<file path="src/design/iir_filter_order17_defines.svh">
// Assertion macros shared by the filter modules.
// Each check is clocked on i_clk and switched off while i_rst_n is low.
`ifndef IIR_FILTER_ORDER17_DEFINES_SVH
`define IIR_FILTER_ORDER17_DEFINES_SVH

`ifndef NO_ASSERTIONS

// Same-cycle implication
`define IIR17_ASSERT_HOLD(lbl, ante, cons, msg) \
    lbl: assert property (@(posedge i_clk) disable iff (!i_rst_n) (ante) |-> (cons)) \
        else $error(msg);

// Next-cycle implication
`define IIR17_ASSERT_NEXT(lbl, ante, cons, msg) \
    lbl: assert property (@(posedge i_clk) disable iff (!i_rst_n) (ante) |=> (cons)) \
        else $error(msg);

`else

`define IIR17_ASSERT_HOLD(lbl, ante, cons, msg)

`define IIR17_ASSERT_NEXT(lbl, ante, cons, msg)

`endif

`endif

</file>
<file path="src/design/iir17_ram.sv">
module iir17_ram #(
    parameter int WIDTH = 16,
    parameter int DEPTH = 18
) (
    input  logic                                        i_clk,
    input  logic                                        i_we,
    input  logic [((DEPTH > 1) ? $clog2(DEPTH) : 1)-1:0] i_waddr,
    input  logic [WIDTH-1:0]                            i_wdata,
    input  logic [((DEPTH > 1) ? $clog2(DEPTH) : 1)-1:0] i_raddr,
    output logic [WIDTH-1:0]                            o_rdata
);

    logic [WIDTH-1:0] r_mem [DEPTH];
    logic [WIDTH-1:0] r_rdata;

    // One write port, one registered read port
    always_ff @(posedge i_clk) begin
        if (i_we) begin
            r_mem[i_waddr] <= i_wdata;
        end
        r_rdata <= r_mem[i_raddr];
    end

    assign o_rdata = r_rdata;

endmodule

</file>
<file path="config.mk">
export PLATFORM = sky130hd
export DESIGN_NAME = iir17_ram
export DESIGN_NICKNAME = d
export VERILOG_FILES = /design/src/design/iir_filter_order17_defines.svh /design/src/design/iir17_ram.sv
export SDC_FILE = /design/constraint.sdc
export NUM_CORES = 1
export LEC_CHECK = 0
export BUFFER_PORTS_ARGS = -buffer_cell sky130_fd_sc_hd__buf_2
export CAP_MARGIN = 25
export CORE_MARGIN = 2
export CORE_UTILIZATION = 65
export CTS_CLUSTER_DIAMETER = 60
export DETAILED_ROUTE_END_ITERATION = 7
export GPL_TIMING_DRIVEN = 0
export PLACE_DENSITY = 0.81
export RECOVER_POWER = 25
export SKIP_CTS_REPAIR_TIMING = 1
export SLEW_MARGIN = 20
export SYNTH_ARGS = -nofsm -noshare
export SYNTH_HDL_FRONTEND = slang
export SYNTH_SLANG_ARGS = --single-unit
</file>
<file path="constraint.sdc">
create_clock -name i_clk -period 5 [get_ports i_clk]
set_input_delay 1 -clock i_clk [delete_from_list [all_inputs] [get_ports i_clk]]
set_output_delay 1 -clock i_clk [all_outputs]
set_load 0.02 [all_outputs]
</file>
# == Word-level counts from Yosys, hierarchy flattened ==
# Memories as Yosys holds them, arrays and structs flattened. A register that Yosys moved wholly into a read port is not among the register bits.
# Cells that the tools add are included.
# Widths: inputs -> output; s select.
# totals
register_bits,0
mem_bits_rw,288
input_bits,28
output_inout_bits,16
wordCells,3
memories,1
# memory_table
name,words,word_bits,rd,rd_clocked_by_memory_dff,write_ports,line,text
r_mem,18,16,1,1,1,iir17_ram.sv:13,logic [WIDTH-1:0] r_mem [DEPTH];
# op_classes
muxes,2
# ops
op,count
$mux 1,2

# == Depth between registers and ports, before layout ==
# Gate-level depths: netlist (run 1).
# logic_depth
ltp_word,2
depth_mapped,7
mapped_depth_nobuf,4

# == Least setup slack after synthesis (run 1) ==
# Ideal clock, no wire load.
# synth_path
path_type,input to register
start,input port i_waddr[2] (netlist bit)
end,"memory r_mem[17][0], enable pin"
setup_time_ps,413
t_arrival_ps,2621
t_required_ps,4587
path_slack_ps,1966
path_stages,4
path_buffers,1
cell_sequence,clkbuf_1 nor2_1 nand3_1 nor3b_1
# synth_lines
element,line,text
start: declaration,iir17_ram.sv:7,"input logic [((DEPTH > 1) ? $clog2(DEPTH) : 1)-1:0] i_waddr,"
end: declaration,iir17_ram.sv:13,
# No word-level cell before the write port.

# == Worst setup path in the final report (run 1) ==
# layout_path
start,input port i_waddr[4] (netlist bit)
end,"memory r_mem[3][10], enable pin"
# No word-level cell before the write port.

==> key figures, run 1 <==
Outcome
  – Outcome: complete, no violations

Detailed routing
  – DRC viols: 0
  – Iter 0 DRT Violations: 654
  – Via count: 5738
  – First-pass DRT Iterations: 5
  – Vias per cell: 6.53
  – DRT Wirelength: 23900 um
  – DRT antenna net count: 0
  – DR WL/cell: 27.2 um

Setup path
  – Worst EP required: 5.23 ns
  – Slowest-stage cell, CP: nor3_2
  – Worst Setup Start Kind: primary input
  – Critical path cell sequence: buf_2, nor2b_1, nand3_1, nor3_2, buf_4
  – Largest stage delay, worst path: 0.70 ns
  – WP data arrival: 2.72 ns
  – Critical path class: in2reg
  – Crit path capture type: flop
  – CP Max Fanout: 9

Finish
  – # fillers: 836
  – Synthesis-to-finish area growth: 14.9%
  – Share of post-route cells with drive strength above 1: 0.287
  – Most common cell after layout, fill and taps aside: edfxtp_1
  – # nets final: 661
  – Finished Cell Area: 13200 sq um
  – Non-Filler Instances: 879
  – Ant. Diodes: 0
  – Commonest cells after routing, fill and taps aside: edfxtp_1, mux4_2, mux2i_1, buf_2, clkbuf_16

Pwr
  – Static Leakage: 4.35 nW
  – Combinational Power Share: 0.051
  – Int Pwr: 4.24 mW
  – NetSw: 1.06 mW
  – Sequential power share: 0.536
  – Pwr Total: 5.30 mW
  – Cell Pwr Density: 403 nW/um^2
  – Switching part of the total: 0.200
  – Clock power frac: 0.413
  – Peak VDD IR: 356 uV

Floorplan
  – DIE HEIGHT: 137 um
  – Area of the core: 17200 sq um
  – Row count: 48
  – Die Area: 18700 sq um
  – Initial Utilization: 0.664
  – IO Pins: 44
  – Die width: 137 um

Job
  – Maxcap violations: 0

Clock tree
  – Clock Path Buffers: 3
  – Clk slew on worst S/H paths: 0.06 ns
  – CTS Buf Count: 28
  – CTS Sinks: 304
  – H-tree depth: 1
  – CTS Root Cell: clkbuf_16
  – CTS tree: done
  – Worst skew pair latency: 0.54 ns

Synthesis
  – Synthesized flop and latch total: 304
  – Main synth FF type: edfxtp_1
  – Compound-gate portion of the synthesized area: 0.0297
  – Post-synth cell types: 23
  – Synthesized area per cell: 21.0 sq um
  – Syn Inst Count: 544
  – Post-synthesis mux area share: 0.152
  – Sequential fraction of the synthesis area: 0.783
  – Combinational family with the most area after synthesis: multiplexers
  – Xor and xnor fraction of the mapped netlist area: 0
  – Async set or reset register ratio after synthesis: 0
  – Adder-Cell Fraction of Synth Area: 0
  – Ys Warns: 0
  – Mapped Area: 11400 sq um
  – Post-Synth Simple-Gate Area: 0.0193
  – Post-synthesis net count: 572
  – EDFF count, synth: 288

Place
  – Placed Instance Area: 12200 sq um
  – Detailed Place HPWL: 14800 um
  – Port Buf Inserts: 39
  – Placed cell count: 828
  – Final Wtd Congestion: 0.920

STA
  – Final setup TNS: 0 ns
  – Slew Viols, Final: 0
  – Tcrit/Tclk final: 0.498
  – Slew @ Worst Pin: 0.920 ns
  – Final hold viol count: 0
  – Final Setup Violations: 0
  – Worst Clk Skew: 0.00918 ns
  – Tmin final: 2.49 ns
  – Rel. slew slack: 0.386
  – Max Freq: 402 MHz
  – RSZ-0062 raised after global routing: no

GRT
  – First-pass GRT wire length: 35900 um
  – Initial antenna violation count: 0
  – Vias in the first global route: 5840
  – GRT Residual Overflow: 0
  – Largest net degree at the start of global routing: 19
  – GRT Total Usage: 0.272

Min path
  – Worst min path class: reg2reg
-- worst paths after layout --
path	end	slack, ns	cells after the start	start
hold reg to reg	o_rdata[3]$_DFF_P_	0.65	3	r_mem[16][3]$_DFFE_PP_
setup reg to reg	o_rdata[7]$_DFF_P_	3.54	3	r_mem[13][7]$_DFFE_PP_
setup / recovery	r_mem[3][10]$_DFFE_PP_	2.51	5	i_waddr[4]
hold / removal	o_rdata[3]$_DFF_P_	0.65	3	r_mem[16][3]$_DFFE_PP_
-- power by group through the flow --
| stage | combinational (mW) | sequential, mW | clock [mW] |
|---|---|---|---|
| 6_report | 0.271 | 2.84 | 2.19 |
| 4_1_cts | 0.272 | 2.84 | 2.20 |
| 3_5_place_dp | 0.267 | 2.89 | 0 |
| 2_1_floorplan | 0.138 | 2.90 | 0 |
| 5_1_grt | 0.288 | 2.84 | 2.30 |
| 3_3_place_gp | 0.250 | 2.89 | 0 |
-- cell usage after synthesis (2+ instances only) --
library cell,number,area [sq um]
edfxtp_1,288,8650
mux2i_1,48,480
mux4_2,48,1080
nand2_1,18,67.6
a221oi_1,16,140
dfxtp_1,16,320
mux2_2,16,180
o211ai_1,16,120
o21ai_1,16,80.1
nor2_1,14,52.6
buf_2,10,50.1
clkbuf_1,10,37.5
buf_6,5,56.3
nor3_1,5,25.0
buf_1,3,11.3
buf_4,3,22.5
nand2b_1,3,18.8
nand3_1,2,10.0
nand3b_1,2,15.0
nor2b_1,2,12.5
-- through the flow --
stage / hold slack [ns] / utilization / worst slack [ns]
after detailed placement: 0.598 / 0.709 / 2.11
after global placement: 0.577 / 0.692 / 1.01
final: 0.650 / 0.763 / 2.51
after floorplan: 0.559 / - / 1.97
after CTS: 0.641 / 0.764 / 2.54
after global routing: 0.678 / 0.763 / 2.39
-- routing by layer --
layer,GRT usage,vias up,part of all wire
li1,-,2419,-
met1,0.378,2953,0.38
met2,0.458,324,0.52
met3,0.0359,42,0.078
met4,0.0851,0,0.022
met5,0,-,0
-- cells by family (layout without fill, tap and decap cells) --
group	Yosys count	count (layout)
compound gates	48	48
buf+inv	31	141
flops	304	304
mux	112	112
simple gates	49	49
-- flip-flops by register name, summed over array words and instances, names as in the netlist --
register,cells
o_rdata,16
r_mem,288
-- final cells by class --
type | instances | area [sq um] | area share
buffer | 31 | 178 | 0.0135
clock buffer | 34 | 744 | 0.0566
clock inverter | 17 | 206 | 0.0157
multi-input combinational | 209 | 2360 | 0.180
sequential | 304 | 8970 | 0.682
tap | 225 | 282 | 0.0214
timing repair buffer | 59 | 412 | 0.0313
-- worst max-delay path: cells and delay by family --
kind | cells | cell delay, ns
buffers and inverters | 2 | 0.44
and+or+nand+nor | 3 | 1.28
(Power assumes the default switching activity.)
==> run 2, diff against run 1 <==
CORE_UTILIZATION = 61   (was 65)
PLACE_DENSITY = 0.77   (was 0.81)
clock period = 2.6 ns   (was 5 ns; I/O delays follow)
==> key figures, run 2 (synthesis gave the netlist of run 1 again) <==
Outcome
  – Outcome: complete, no violations

Floorplan
  – Die Area: 19900 sq um (+6.4%)
  – Row count: 50 (+4.2%)
  – DIE HEIGHT: 141 um (+3.1%)
  – IO Pins: 44 (unchanged)
  – Initial Utilization: 0.616 (-0.0480)
  – Area of the core: 18600 sq um (+7.8%)
  – Die width: 141 um (+3.1%)

Setup path
  – WP data arrival: 2.26 ns (-0.46 ns)
  – Critical path's top delay family: simple AND/OR/NAND/NOR gates
  – Worst Setup Start Kind: primary input
  – Slowest-stage cell, CP: nor3_2
  – CP Max Fanout: 9 (unchanged)
  – CP bufs+invs: 2 (unchanged)
  – Crit path capture type: flop
  – Worst EP required: 2.83 ns (-2.40 ns)
  – Critical path cell sequence: buf_2, nor2b_1, nand3b_1, nor3_2, buf_4
  – Largest stage delay, worst path: 0.72 ns (+0.02 ns)
  – Internal reg-to-reg setup slack: 1.16 ns (-2.38 ns)
  – Critical path class: in2reg

Pwr
  – Clock power frac: 0.383 (-0.030)
  – Sequential power share: 0.564 (+0.028)
  – NetSw: 2.00 mW (+89%)
  – Cell Pwr Density: 742 nW/um^2 (+84%)
  – Switching part of the total: 0.207 (+0.00714)
  – Int Pwr: 7.67 mW (+81%)
  – Static Leakage: 4.29 nW (-1.2%)
  – Pwr Total: 9.68 mW (+83%)
  – Peak VDD IR: 647 uV (+82%)
  – Combinational Power Share: 0.053 (+0.002)

Detailed routing
  – DR WL/cell: 25.6 um (-5.8%)
  – DRT Wirelength: 22800 um (-4.6%)
  – Via count: 5511 (-4.0%)
  – DRC viols: 0 (unchanged)
  – Iter 0 DRT Violations: 556 (-15%)
  – First-pass DRT Iterations: 5 (unchanged)
  – DRT antenna net count: 0 (unchanged)
  – Vias per cell: 6.19 (-5.1%)

Finish
  – Multi-input logic area: 2360 sq um (unchanged)
  – Most common cell after layout, fill and taps aside: edfxtp_1
  – Final Util: 0.701 (-0.0617)
  – Register area: 8970 sq um (unchanged)
  – # fillers: 1120 (+34%)
  – Largest register FFs: 288 (unchanged)
  – Synthesis-to-finish area growth: 13.8%
  – Commonest cells after routing, fill and taps aside: edfxtp_1, mux4_2, mux2i_1, buf_2, clkbuf_16
  – Share of post-route cells with drive strength above 1: 0.280 (-0.00697)
  – # nets final: 662 (+0.15%)
  – Ant. Diodes: 0 (unchanged)
  – Largest reg by FF count: r_mem

STA
  – Max Freq: 494 MHz
  – Hold Slack: 0.333 ns (-0.317 ns)
  – Final hold viol count: 0 (unchanged)
  – RSZ-0062 raised after global routing: no
  – Final Setup Violations: 0 (unchanged)
  – Rel. slew slack: 0.432 (+0.0452)
  – Slew Viols, Final: 0 (unchanged)
  – Tmin final: 2.02 ns
  – Tcrit/Tclk final: 0.778
  – Worst Clk Skew: 0.00955 ns (+0.000369 ns)
  – Slew @ Worst Pin: 0.848 ns (-0.0724 ns)

GRT
  – Largest net degree at the start of global routing: 19 (unchanged)
  – First-pass GRT wire length: 34200 um (-4.6%)
  – Vias in the first global route: 5791 (-0.84%)
  – Initial antenna violation count: 0 (unchanged)
  – GRT Total Usage: 0.236 (-0.0360)
  – GRT Residual Overflow: 0 (unchanged)

Clock tree
  – Clk slew on worst S/H paths: 0.06 ns (about the same)
  – H-tree depth: 1 (unchanged)
  – CTS Buf Count: 29 (+3.6%)
  – CTS Sinks: 304 (unchanged)
  – CTS Root Cell: clkbuf_16
  – CTS tree: done
  – Worst skew pair latency: 0.54 ns (about the same)
  – Clock Path Buffers: 3 (unchanged)

Min path
  – Worst min path class: in2reg

Place
  – Final Wtd Congestion: 0.844 (-8.2%)
  – Port Buf Inserts: 39 (unchanged)
  – Detailed Place HPWL: 15100 um (+2.3%)

Job
  – Maxcap violations: 0 (unchanged)
==> run 2: stage by stage <==
| step | cell area [sq um] | setup TNS [ns] | setup WS (ns) | std cells |
|---|---|---|---|---|
| 2_1_floorplan | 11400 | 0 | 0.0461 | 544 |
| 3_3_place_gp | 11900 | -97.32 | -0.941 | 817 |
| 3_5_place_dp | 12200 | 0 | 0.0550 | 837 |
| 4_1_cts | 13000 | 0 | 0.642 | 890 |
| 5_1_grt | 13000 | 0 | 0.551 | 890 |
| 6_report | 13000 | 0 | 0.577 | 890 |
==> run 2: power by group through the flow <==
stage	registers [mW]	clock network (mW)	logic [mW]
after floorplan	5.59	0	0.266
after global placement	5.55	0	0.485
after detailed placement	5.56	0	0.517
after CTS	5.45	3.76	0.520
after global routing	5.46	3.94	0.549
final	5.46	3.71	0.513
==> run 2: layout make-up <==
| class | count | share of cell area |
|---|---|---|
| timing repair buffer | 59 | 0.0307 |
| multi-input combinational | 209 | 0.181 |
| clock buffer | 37 | 0.0580 |
| clock inverter | 16 | 0.00576 |
| buffer | 31 | 0.0136 |
| tap | 234 | 0.0225 |
| sequential | 304 | 0.688 |
==> run 2: final timing paths <==
path / from / end / cells after the start
max: i_waddr[4] / r_mem[2][4]$_DFFE_PP_ / 5
max reg2reg: r_mem[15][6]$_DFFE_PP_ / o_rdata[6]$_DFF_P_ / 3
min reg2reg: r_mem[16][3]$_DFFE_PP_ / o_rdata[3]$_DFF_P_ / 3
min: i_raddr[4] / o_rdata[0]$_DFF_P_ / 3
==> run 2: worst register-to-register path, cell delays in order, from the launching register on <==
cell and delay, ns:
edfxtp_1 0.37, mux4_2 0.50, mux2i_1 0.24, o211ai_1 0.16
==> run 2: layer usage <==
| metal | GRT usage | vias to the layer above | routed length, um |
|---|---|---|---|
| met3 | 0.0367 | 45 | 1460 |
| met5 | 0 | - | 0 |
| met4 | 0.0611 | 0 | 533 |
| met2 | 0.403 | 231 | 11500 |
| met1 | 0.325 | 2812 | 9350 |
| li1 | - | 2423 | - |
