### src/design/iir_filter_order17_defines.svh
// Assertion macros shared by the filter modules.
// Each check is clocked on i_clk and switched off while i_rst_n is low.
`ifndef IIR_FILTER_ORDER17_DEFINES_SVH
`define IIR_FILTER_ORDER17_DEFINES_SVH

`ifndef NO_ASSERTIONS

// Same-cycle implication
`define IIR17_ASSERT_HOLD(lbl, ante, cons, msg) \
    lbl: assert property (@(posedge i_clk) disable iff (!i_rst_n) (ante) |-> (cons)) \
        else $error(msg);

// Next-cycle implication
`define IIR17_ASSERT_NEXT(lbl, ante, cons, msg) \
    lbl: assert property (@(posedge i_clk) disable iff (!i_rst_n) (ante) |=> (cons)) \
        else $error(msg);

`else

`define IIR17_ASSERT_HOLD(lbl, ante, cons, msg)

`define IIR17_ASSERT_NEXT(lbl, ante, cons, msg)

`endif

`endif

### src/design/iir17_pkg.sv
package iir17_pkg;

    // Fixed-point format of coefficients and past outputs: signed Q15.48
    localparam int COEF_W    = 64;
    localparam int HALF_W    = 32;
    localparam int Q_FRAC    = 48;
    // Shared multiplier: 33 x 33 signed, one half-word of each operand
    localparam int MUL_W     = HALF_W + 1;
    localparam int PP_W      = 2 * MUL_W;
    localparam int PROD_W    = 2 * COEF_W;
    // Coefficient ROM
    localparam int ROM_SLOTS = 32;
    localparam int ROM_IDX_W = 5;
    // Cycles between the last multiply issue and the accumulator settling
    localparam int DRAIN_CYCLES = 3;

    // Partial-product codes: which half of the coefficient (C) and of the
    // data operand (B) go through the multiplier. Bit 0 selects the upper
    // coefficient half, bit 1 the upper data half.
    localparam logic [1:0] PART_CLO_BLO = 2'd0;
    localparam logic [1:0] PART_CHI_BLO = 2'd1;
    localparam logic [1:0] PART_CLO_BHI = 2'd2;
    localparam logic [1:0] PART_CHI_BHI = 2'd3;

    // One multiply issue from the sequencer to the datapath
    typedef struct packed {
        logic                 valid;
        logic                 den;
        logic [1:0]           part;
        logic                 tap_ok;
        logic [ROM_IDX_W-1:0] coef_idx;
    } t_mac_op;

    // Powers of ten for the coefficient conversion
    localparam logic [127:0] P9  = 128'd1000000000;
    localparam logic [127:0] P10 = 128'd10000000000;
    localparam logic [127:0] P11 = 128'd100000000000;
    localparam logic [127:0] P13 = 128'd10000000000000;
    localparam logic [127:0] P14 = 128'd100000000000000;
    localparam logic [127:0] P15 = 128'd1000000000000000;
    localparam logic [127:0] P16 = 128'd10000000000000000;

    // Numerator coefficients, Q15.48, rounded half away from zero
    localparam logic [63:0] NUM_C0 = 64'(((128'd1539807224874 << Q_FRAC) + (P16 >> 1)) / P16);
    localparam logic [63:0] NUM_C1 = 64'(-(((128'd1633551718237 << Q_FRAC) + (P15 >> 1)) / P15));
    localparam logic [63:0] NUM_C2 = 64'(((128'd8285871521075 << Q_FRAC) + (P15 >> 1)) / P15);
    localparam logic [63:0] NUM_C3 = 64'(-(((128'd2655137141783 << Q_FRAC) + (P14 >> 1)) / P14));
    localparam logic [63:0] NUM_C4 = 64'(((128'd5976268341326 << Q_FRAC) + (P14 >> 1)) / P14);
    localparam logic [63:0] NUM_C5 = 64'(-(((128'd9892004512411 << Q_FRAC) + (P14 >> 1)) / P14));
    localparam logic [63:0] NUM_C6 = 64'(((128'd1209510267949 << Q_FRAC) + (P13 >> 1)) / P13);
    localparam logic [63:0] NUM_C7 = 64'(-(((128'd1024952672175 << Q_FRAC) + (P13 >> 1)) / P13));
    localparam logic [63:0] NUM_C8 = 64'(((128'd4044670396161 << Q_FRAC) + (P14 >> 1)) / P14);

    // Denominator coefficients, leading 1 implied
    localparam logic [63:0] DEN_C1  = 64'(-(((128'd1283384996104 << Q_FRAC) + (P11 >> 1)) / P11));
    localparam logic [63:0] DEN_C2  = 64'(((128'd7793650732675 << Q_FRAC) + (P11 >> 1)) / P11);
    localparam logic [63:0] DEN_C3  = 64'(-(((128'd2973335694968 << Q_FRAC) + (P10 >> 1)) / P10));
    localparam logic [63:0] DEN_C4  = 64'(((128'd7979129616887 << Q_FRAC) + (P10 >> 1)) / P10);
    localparam logic [63:0] DEN_C5  = 64'(-(((128'd1597972651706 << Q_FRAC) + (P9 >> 1)) / P9));
    localparam logic [63:0] DEN_C6  = 64'(((128'd2472494945198 << Q_FRAC) + (P9 >> 1)) / P9);
    localparam logic [63:0] DEN_C7  = 64'(-(((128'd3018357074163 << Q_FRAC) + (P9 >> 1)) / P9));
    localparam logic [63:0] DEN_C8  = 64'(((128'd2942681165509 << Q_FRAC) + (P9 >> 1)) / P9);
    localparam logic [63:0] DEN_C9  = 64'(-(((128'd2303842335957 << Q_FRAC) + (P9 >> 1)) / P9));
    localparam logic [63:0] DEN_C10 = 64'(((128'd1448206814835 << Q_FRAC) + (P9 >> 1)) / P9);
    localparam logic [63:0] DEN_C11 = 64'(-(((128'd7266729407251 << Q_FRAC) + (P10 >> 1)) / P10));
    localparam logic [63:0] DEN_C12 = 64'(((128'd2874544421962 << Q_FRAC) + (P10 >> 1)) / P10);
    localparam logic [63:0] DEN_C13 = 64'(-(((128'd8775235536838 << Q_FRAC) + (P11 >> 1)) / P11));
    localparam logic [63:0] DEN_C14 = 64'(((128'd1996212762001 << Q_FRAC) + (P11 >> 1)) / P11);
    localparam logic [63:0] DEN_C15 = 64'(-(((128'd3188300212 << Q_FRAC) + (P9 >> 1)) / P9));
    localparam logic [63:0] DEN_C16 = 64'(((128'd3191936459711 << Q_FRAC) + (P13 >> 1)) / P13);
    localparam logic [63:0] DEN_C17 = 64'(-(((128'd1508036852769 << Q_FRAC) + (P14 >> 1)) / P14));

    // Numerator ROM is symmetric; unused slots read as zero
    localparam logic [63:0] NUM_ROM [ROM_SLOTS] = '{
        0: NUM_C0,  1: NUM_C1,  2: NUM_C2,  3: NUM_C3,  4: NUM_C4,  5: NUM_C5,
        6: NUM_C6,  7: NUM_C7,  8: NUM_C8,  9: NUM_C8, 10: NUM_C7, 11: NUM_C6,
        12: NUM_C5, 13: NUM_C4, 14: NUM_C3, 15: NUM_C2, 16: NUM_C1, 17: NUM_C0,
        default: 64'd0
    };

    localparam logic [63:0] DEN_ROM [ROM_SLOTS] = '{
        1: DEN_C1,   2: DEN_C2,   3: DEN_C3,   4: DEN_C4,   5: DEN_C5,   6: DEN_C6,
        7: DEN_C7,   8: DEN_C8,   9: DEN_C9,  10: DEN_C10, 11: DEN_C11, 12: DEN_C12,
        13: DEN_C13, 14: DEN_C14, 15: DEN_C15, 16: DEN_C16, 17: DEN_C17,
        default: 64'd0
    };

endpackage

### src/design/iir17_mac.sv
`include "iir_filter_order17_defines.svh"

module iir17_mac
    import iir17_pkg::*;
#(
    parameter int TAPS        = 18,
    parameter int SAMPLE_BITS = 16
) (
    input  logic                          i_clk,
    input  logic                          i_rst_n,
    input  logic                          i_clear,
    input  t_mac_op                       i_op,
    input  logic signed [SAMPLE_BITS-1:0] i_x_data,
    input  logic [COEF_W-1:0]             i_y_data,
    output logic [SAMPLE_BITS-1:0]        o_sample,
    output logic                          o_clip,
    output logic [COEF_W-1:0]             o_y_new
);

    // Accumulator sized for the worst-case sum of all terms
    localparam int NUM_BITS = SAMPLE_BITS + COEF_W - 2;
    localparam int DEN_BITS = 2 * COEF_W - 2 - Q_FRAC;
    localparam int ACC_W    = ((NUM_BITS > DEN_BITS) ? NUM_BITS : DEN_BITS) + $clog2(TAPS) + 2;
    localparam int RW       = ACC_W - Q_FRAC;

    localparam logic [SAMPLE_BITS-1:0] SMAX = {1'b0, {(SAMPLE_BITS-1){1'b1}}};
    localparam logic [SAMPLE_BITS-1:0] SMIN = {1'b1, {(SAMPLE_BITS-1){1'b0}}};
    localparam logic [COEF_W-1:0]      YMAX = {1'b0, {(COEF_W-1){1'b1}}};
    localparam logic [COEF_W-1:0]      YMIN = {1'b1, {(COEF_W-1){1'b0}}};
    localparam logic [ACC_W-1:0]       RND_HALF = ACC_W'(1) << (Q_FRAC - 1);

    t_mac_op                   r_s1;
    t_mac_op                   r_s2;
    logic                      r_s3_valid;
    logic                      r_s3_den;
    logic [COEF_W-1:0]         r_coef;
    logic signed [PP_W-1:0]    r_pp;
    logic signed [PROD_W-1:0]  r_prod;
    logic signed [ACC_W-1:0]   r_acc;

    logic signed [MUL_W-1:0]   mul_a;
    logic signed [MUL_W-1:0]   mul_b;
    logic signed [PP_W-1:0]    mul_p;
    logic signed [PROD_W-1:0]  pp_ext;
    logic signed [PROD_W-1:0]  pp_shift;
    logic signed [PROD_W-1:0]  n_prod;
    logic                      s2_last;
    logic signed [PROD_W-1:0]  prod_q;
    logic signed [ACC_W-1:0]   n_acc;
    logic [ACC_W-1:0]          acc_rnd;
    logic [RW-1:0]             rq;
    logic                      s_in_range;
    logic                      y_fits;

    // Stage 1: operand halves into the shared multiplier
    always_comb begin
        mul_a = r_s1.part[0] ? {r_coef[COEF_W-1], r_coef[COEF_W-1:HALF_W]}
                             : {1'b0, r_coef[HALF_W-1:0]};
        if (!r_s1.tap_ok) begin
            mul_b = '0;
        end else if (r_s1.den) begin
            mul_b = r_s1.part[1] ? {i_y_data[COEF_W-1], i_y_data[COEF_W-1:HALF_W]}
                                 : {1'b0, i_y_data[HALF_W-1:0]};
        end else begin
            mul_b = MUL_W'(i_x_data);
        end
        mul_p = mul_a * mul_b;
    end

    // Stage 2: place the partial product and build the full product
    always_comb begin
        pp_ext = PROD_W'(r_pp);
        unique case (r_s2.part)
            PART_CLO_BLO: pp_shift = pp_ext;
            PART_CHI_BLO: pp_shift = pp_ext <<< HALF_W;
            PART_CLO_BHI: pp_shift = pp_ext <<< HALF_W;
            PART_CHI_BHI: pp_shift = pp_ext <<< COEF_W;
            default:      pp_shift = pp_ext;
        endcase
        n_prod  = ((r_s2.part == PART_CLO_BLO) ? PROD_W'(0) : r_prod) + pp_shift;
        s2_last = r_s2.den ? (r_s2.part == PART_CHI_BHI) : (r_s2.part == PART_CHI_BLO);
    end

    // Stage 3: numerator products add exactly, feedback products floor to Q.48
    always_comb begin
        prod_q = r_prod >>> Q_FRAC;
        n_acc  = r_s3_den ? (r_acc - ACC_W'(prod_q)) : (r_acc + ACC_W'(r_prod));
    end

    always_ff @(posedge i_clk) begin
        if (!i_rst_n) begin
            r_s1       <= '0;
            r_s2       <= '0;
            r_s3_valid <= 1'b0;
            r_s3_den   <= 1'b0;
        end else begin
            r_s1       <= i_op;
            r_s2       <= r_s1;
            r_s3_valid <= r_s2.valid && s2_last;
            r_s3_den   <= r_s2.den;
        end
        // Datapath registers
        r_coef <= i_op.den ? DEN_ROM[i_op.coef_idx] : NUM_ROM[i_op.coef_idx];
        r_pp   <= mul_p;
        if (r_s2.valid) begin
            r_prod <= n_prod;
        end
        if (i_clear) begin
            r_acc <= '0;
        end else if (r_s3_valid) begin
            r_acc <= n_acc;
        end
    end

    // Round to nearest (ties up) and clamp to the sample range
    always_comb begin
        acc_rnd    = r_acc + RND_HALF;
        rq         = acc_rnd[ACC_W-1:Q_FRAC];
        s_in_range = (&rq[RW-1:SAMPLE_BITS-1]) || !(|rq[RW-1:SAMPLE_BITS-1]);
        o_clip     = !s_in_range;
        if (s_in_range) begin
            o_sample = rq[SAMPLE_BITS-1:0];
        end else begin
            o_sample = rq[RW-1] ? SMIN : SMAX;
        end
    end

    // Stored feedback value saturates to Q15.48
    always_comb begin
        y_fits = (&r_acc[ACC_W-1:COEF_W-1]) || !(|r_acc[ACC_W-1:COEF_W-1]);
        if (y_fits) begin
            o_y_new = r_acc[COEF_W-1:0];
        end else begin
            o_y_new = r_acc[ACC_W-1] ? YMIN : YMAX;
        end
    end

    `IIR17_ASSERT_HOLD(a_no_clear_in_flight, r_s2.valid || r_s3_valid, !i_clear, "acc cleared with products in flight")
    `IIR17_ASSERT_NEXT(a_part_order, r_s2.valid && !s2_last, r_s2.valid && (r_s2.part == $past(r_s2.part) + 2'd1), "partial products out of order")
    `IIR17_ASSERT_HOLD(a_num_low_data, r_s2.valid && !r_s2.den, (r_s2.part == PART_CLO_BLO) || (r_s2.part == PART_CHI_BLO), "numerator issued an upper data half")

endmodule

### config.mk
export PLATFORM = sky130hd
export DESIGN_NAME = iir17_mac
export DESIGN_NICKNAME = d
export VERILOG_FILES = /design/src/design/iir17_pkg.sv /design/src/design/iir17_mac.sv
export VERILOG_INCLUDE_DIRS = /design/src /design/src/design
export SDC_FILE = /design/constraint.sdc
export NUM_CORES = 2
export LEC_CHECK = 0
export ABC_AREA = 1
export BUFFER_PORTS_ARGS = -buffer_cell sky130_fd_sc_hd__buf_2
export CAP_MARGIN = 20
export CELL_PAD_IN_SITES_DETAIL_PLACEMENT = 1
export CELL_PAD_IN_SITES_GLOBAL_PLACEMENT = 2
export CORE_MARGIN = 4
export CORE_UTILIZATION = 38
export DETAILED_ROUTE_END_ITERATION = 12
export MAX_ROUTING_LAYER = met4
export PLACE_DENSITY = 0.8
export SLEW_MARGIN = 20
export SYNTH_ARGS = -nofsm -noshare
export SYNTH_HDL_FRONTEND = slang
export SYNTH_SLANG_ARGS = --single-unit
export TNS_END_PERCENT = 30
### constraint.sdc
create_clock -name i_clk -period 11.3 [get_ports i_clk]
set_clock_uncertainty 0.1 [all_clocks]
set_input_delay 1.695 -clock i_clk [delete_from_list [all_inputs] [get_ports i_clk]]
set_output_delay 1.695 -clock i_clk [all_outputs]
set_load 0.03 [all_outputs]
* Word-level counts from Yosys, hierarchy flattened
Memory sizes are Yosys's and may differ from the RTL's.
Cells that the tools add are included.
** Cells by class
- Multiply operators :: 1
- Bitwise operators :: 1
- $lt $le $gt $ge :: 1
- Add/subtract/negate cells :: 4
- Mux-type cells :: 17
- Reductions and logical operators :: 12
- Equal/unequal tests :: 3
** Operators by type and width (number)
- 64-bit two-way mux :: 7
- 128-bit one-hot mux with 3 select lines :: 1
- 33-bit two-way mux :: 4
- 128-bit adder :: 1
- 128-bit two-way mux :: 1
- 85-bit by 48-bit adder with 85-bit output (second input constant) :: 1
- 85-bit adder :: 1
- 85-bit two-way mux :: 1
- 85-bit by 80-bit subtractor with 85-bit output :: 1
- 33-bit by 33-bit multiplier with 66-bit output :: 1
- 22-bit AND reduction :: 2
- 22-bit OR reduction :: 2
- 16-bit two-way mux :: 2
- 6-bit greater-or-equal comparator (second input constant) :: 1
- 5-bit NOT with 6-bit output :: 1
- 2-bit equality test (second input constant) :: 2
- 1-bit zero test :: 3
- 2-bit by 1-bit equality test with 1-bit output (second input constant) :: 1
- 2-bit zero test :: 1
- 1-bit logical OR :: 2
- 2-bit OR reduction :: 1
- 1-bit logical AND :: 1
- 1-bit two-way mux :: 1
** Word-level totals
- Memories kept :: 2
- Bits of input ports :: 93
- Flip-flop bits (word level) :: 354
- Output and inout port bits :: 81
- Bits in read-only memories :: 4096
** Memory list
- (name not given) :: depth 32, bits a word 64, read ports 1, clocked after memory_dff 0, wr ports 0, RTL line iir17_mac.sv:103 : r_coef <= i_op.den ? DEN_ROM[i_op.coef_idx] : NUM_ROM[i_op.coef_idx];
- (name not given) :: depth 32, bits a word 64, read ports 1, clocked after memory_dff 0, wr ports 0, RTL line iir17_mac.sv:103

* Depth between registers and ports, before layout
- Depth after elaboration :: 5
- Mapped depth :: 38
- Mapped depth without buffers :: 36

* Worst setup path before layout
OpenSTA, ideal clock, no wires.
- Kind :: input to register
- Start :: in i_y_data[32]
- End :: reg r_pp[52]
- Setup time :: 72 ps
- Setup slack :: 2114 ps
- Arrival time :: 9014 ps
- Cell stages on the path :: 28
- Required time :: 11128 ps
- Cell sequence :: nand2_1 > nand3_1 > o211ai_1 > clkbuf_1 > nor2_1 > fa_1 > fa_1 > fa_1 > inv_1 > fa_1 > inv_1 > fa_1 > fa_1 > fa_1 > inv_1 > fa_1 > inv_1 > ha_1 > nand2_1 > nor2_1 > inv_1 > nor2_1 > inv_1 > nor2_1 > nand3_1 > or2_1 > nand3_1 > xor2_1
** Between the ends
- Cells in the longest elaborated chain, start to end :: 4
** Ends and longest elaborated chain
- start, declared :: RTL line iir17_mac.sv:14 : input logic [COEF_W-1:0] i_y_data,
- 33-bit two-way mux :: RTL line iir17_mac.sv:62 : mul_b = r_s1.part[1] ? {i_y_data[COEF_W-1], i_y_data[COEF_W-1:HALF_W]}
- 33-bit two-way mux :: RTL line iir17_mac.sv:61 : end else if (r_s1.den) begin
- 33-bit two-way mux :: RTL line iir17_mac.sv:59 : if (!r_s1.tap_ok) begin
- 33-bit by 33-bit multiplier with 66-bit output :: RTL line iir17_mac.sv:67 : mul_p = mul_a * mul_b;
- via mul_p[52] :: RTL line iir17_mac.sv:43 : logic signed [PP_W-1:0] mul_p;
- end signal, assigned :: RTL line iir17_mac.sv:104 : r_pp <= mul_p;
- end, declared :: RTL line iir17_mac.sv:37 : logic signed [PP_W-1:0] r_pp;
The timed path passes the listed nets, and every way through them passes these cells.
A chain may end at the register's enable or synchronous reset.

* Worst setup path in the final report
- Start :: reg r_s1[7] in the netlist's numbering
- End :: reg r_pp[56]
** Between the ends
- Cells in the longest elaborated chain, start to end :: 4
** Ends and longest elaborated chain
- start, declared :: RTL line iir17_mac.sv:32 : t_mac_op r_s1;
- start signal, assigned :: RTL line iir17_mac.sv:97 : r_s1 <= i_op;
- 33-bit two-way mux :: RTL line iir17_mac.sv:62
- 33-bit two-way mux :: RTL line iir17_mac.sv:61
- 33-bit two-way mux :: RTL line iir17_mac.sv:59
- 33-bit by 33-bit multiplier with 66-bit output :: RTL line iir17_mac.sv:67
- via mul_p[56] :: RTL line iir17_mac.sv:43
The timed path passes the listed nets, and every way through them passes these cells.

==> results.yml <==
worst_setup_path:
  cp-start-kind: "flop"
  cp_max_fo: 28
  reg2regPathDepth: 30
  cpMostUsedCell: "inv_1"
  crit_start: "r_s1[7]$_SDFF_PN0_"
  path_class: "reg -> reg"
  r2r-start: "r_s1[7]$_SDFF_PN0_"
  slowest_delay_ns: 0.87
  crit_end: "r_pp[56]$_DFF_P_"
  reg2reg_to: "r_pp[56]$_DFF_P_"
  end_kind: "flop"
  rrSetupSlack_ns: 1.10
  crit_slowest_cell: "fa_1"
  cp_data_arrival_time_ns: 10.70
  cp.required_ns: 11.80
synth:
  synthesis.nets: 13000
  synth_seq_area_share: 0.107
  synth_warnings: 0
  synthCells: 11300
  synth_edf_count: 128
  synth.distinct_cells: 58
  syn_avg_cell_area_sq_um: 6.82
  ys.flop_type: "dfxtp_1"
  ys_async_sr_fraction: 0
  ys_ff_latch: 351
  syn_area_sq_mm: 0.0774
power_and_ir_drop:
  leakagePower_uw: 0.0414
  cellPowerDensity_mw_per_mm2: 127
  power.total_uw: 10600
  vdd_drop_max_v: 0.000113
final_layout:
  drive_gt1_frac: 0.0475
  instances_no_fill: 14200
  area.growth.synth_to_final_pct: 8.31
  seqCellArea_sq_mm: 0.00832
  multiInputGateArea_sq_mm: 0.0587
  nFillCells: 26100
  final_nets: 13100
  fin_area_sq_mm: 0.0838
die:
  die_area_sq_mm: 0.211
  placementRows: 165
  core-area_sq_mm: 0.202
  chipWidth_microns: 459
  start_util: 0.383
  io_pins: 174
  die_h_microns: 459
clock_network:
  clockBufferDepth: 3
  cts.root.buffer_cell: "clkbuf_16"
  cts_sinks: 351
  clk_pin_slew_ns: 0.06
  clk_latency_ns: 0.72
  cts_tree: "done"
  cts_setup_buffers: 0
  cts_buffers: 51
  cts_resized: 0
  ctsHoldBuffers: 0
  htree_num_levels: 2
sta:
  hold_viol_final: 0
  period_needed_ns: 10.20
  tightest_slew_ns: 1.16
  finalCritPeriodShare: 0.903
  maxSlewHeadroom: 0.221
  fmax_mhz: 98.0
  finalSetupViolations: 0
  tns_ns: 0
  rsz0062_at_grt: "false"
  drv_slew: 0
  hold-worst-slack_ns: 0.340
routing:
  wl_met2_microns: 187000
  drc: 0
  vias: 78900
  drt_pre_antenna_iters: 6
  wl_microns: 417000
  viasPerCell: 5.56
  top_layer: "met4"
  m1WireLength_microns: 164000
  wire_per_inst_microns: 29.4
  drtIter0Drc: 6859
  antenna_left: 0
  route.met3.wl_microns: 30400
grt:
  antenna_found_initial: 13
  grt_max_degree: 81
  grt_pass1_wl_microns: 592000
  grt_use_total: 0.401
  grt_pass1_vias: 83600
  gr-total-overflow: 0
placement:
  dp.cells: 14100
  place_area_sq_mm: 0.0820
  portBuffers: 173
  place_hpwl_microns: 360000
  place_congestion: 1.06
outcome:
  status: "finished clean"
run:
  cap_violations: 0
hold_path:
  min_path_type: "reg -> reg"
## critical path, delay by kind of cell, from the launching register on
kind | cells | cell delay [ns]
flip-flops | 1 | 0.67
XOR/XNOR | 1 | 0.19
buffers and inverters | 11 | 2.15
AND/OR/NAND/NOR | 7 | 1.63
adder cells (fa/ha/maj) | 9 | 4.86
AO/OA/AOI/OAI | 2 | 0.47
## cells by family (layout without fill, tap and decap cells)
| family | count (synthesis) | in the layout | synth area share |
|---|---|---|---|
| DFF | 351 | 351 | 0.107 |
| adders and majority gates | 1592 | 1592 | 0.369 |
| xor gates and xnor gates | 273 | 273 | 0.0309 |
| AOI/OAI and AO/OA | 1502 | 1502 | 0.107 |
| and+or+nand+nor | 4810 | 4810 | 0.249 |
| buffers and inverters | 2821 | 2962 | 0.137 |
| other | 0 | 20 | 0 |
## metrics by stage
stage / utilization / setup slack [ns]
finish: 0.414 / 1.10
global route: 0.414 / 0.582
CTS: 0.414 / 1.05
detailed placement: 0.405 / 0.602
global placement: 0.405 / 0.671
floorplan: - / 2.11
## area by class of cell
| cell class | instances | area share |
|---|---|---|
| Multi-Input combinational cell | 8177 | 0.700 |
| Antenna cell | 20 | 0.000597 |
| Clock inverter | 33 | 0.00445 |
| Sequential cell | 351 | 0.0992 |
| Timing Repair Buffer | 354 | 0.0267 |
| Inverter | 2513 | 0.113 |
| Clock buffer | 62 | 0.0169 |
| Tap cell | 2672 | 0.0399 |
## placed cells by master, fill, tap and decap left out, drive strengths merged, types with 10 or more instances in the layout
master  Yosys  layout
a21o       31      31
nor2     1803    1803
a21oi     610     610
o21ai     634     634
o21a       23      23
nor4       24      24
nand3b     19      19
ha        445     445
buf        37     354
fa       1147    1147
xnor2      41      41
edfxtp    128     128
a31oi      28      28
a221o      36      36
diode       0      20
clkbuf    271      62
a21boi     16      16
o21bai     48      48
nand4     105     105
nor3       91      91
xor2      232     232
inv      2482    2487
nand2    2311    2311
and3       10      10
dfxtp     223     223
clkinv     31      50
or2        11      11
o211ai     24      24
nand3     433     433
## flip-flops by register name, indices dropped and copies added (netlist names)
register and flops:
r_pp 66, r_s1 5, r_prod 128, r_s3_valid 1, r_acc 85, r_s2 4, r_coef 61, r_s3_den 1
## routing by layer
layer | GRT usage | vias to the layer above
met5 | - | -
met4 | 0.267 | 0
met3 | 0.0606 | 1089
met2 | 0.625 | 3398
met1 | 0.483 | 39600
li1 | - | 34800
## power breakdown
group / leakage [uW] / switching, uW / internal [uW]
clock network: 0.000882 / 768 / 1020
registers: 0.00303 / 384 / 1590
logic: 0.0375 / 4840 / 2030
total: 0.0414 / 5990 / 4640
## cell usage after synthesis, types with 128 or more instances
master | count | area, sq um
fa_1 | 1147 | 23000
nor2_1 | 1785 | 6700
nand3_1 | 429 | 2150
ha_1 | 445 | 5570
nand2_1 | 2307 | 8660
xor2_1 | 232 | 2030
clkbuf_1 | 271 | 1020
inv_1 | 2474 | 9290
edfxtp_1 | 128 | 3840
dfxtp_1 | 223 | 4460
a21oi_1 | 610 | 3050
o21ai_0 | 598 | 2990
## how the worst min path moves through the flow
stage	endpoint	startpoint	slack, ns	depth (start not counted)
5_1_grt	r_s2[9]$_SDFF_PN0_	r_s1[9]$_SDFF_PN0_	0.37	2
3_3_place_gp	r_s2[9]$_SDFF_PN0_	r_s1[9]$_SDFF_PN0_	0.31	2
4_1_cts	r_s2[9]$_SDFF_PN0_	r_s1[9]$_SDFF_PN0_	0.34	2
6_report	r_s2[9]$_SDFF_PN0_	r_s1[9]$_SDFF_PN0_	0.34	2
2_1_floorplan	r_s2[9]$_SDFF_PN0_	r_s1[9]$_SDFF_PN0_	0.29	2
3_5_place_dp	r_s2[9]$_SDFF_PN0_	r_s1[9]$_SDFF_PN0_	0.33	2
(Power assumes the default switching activity.)
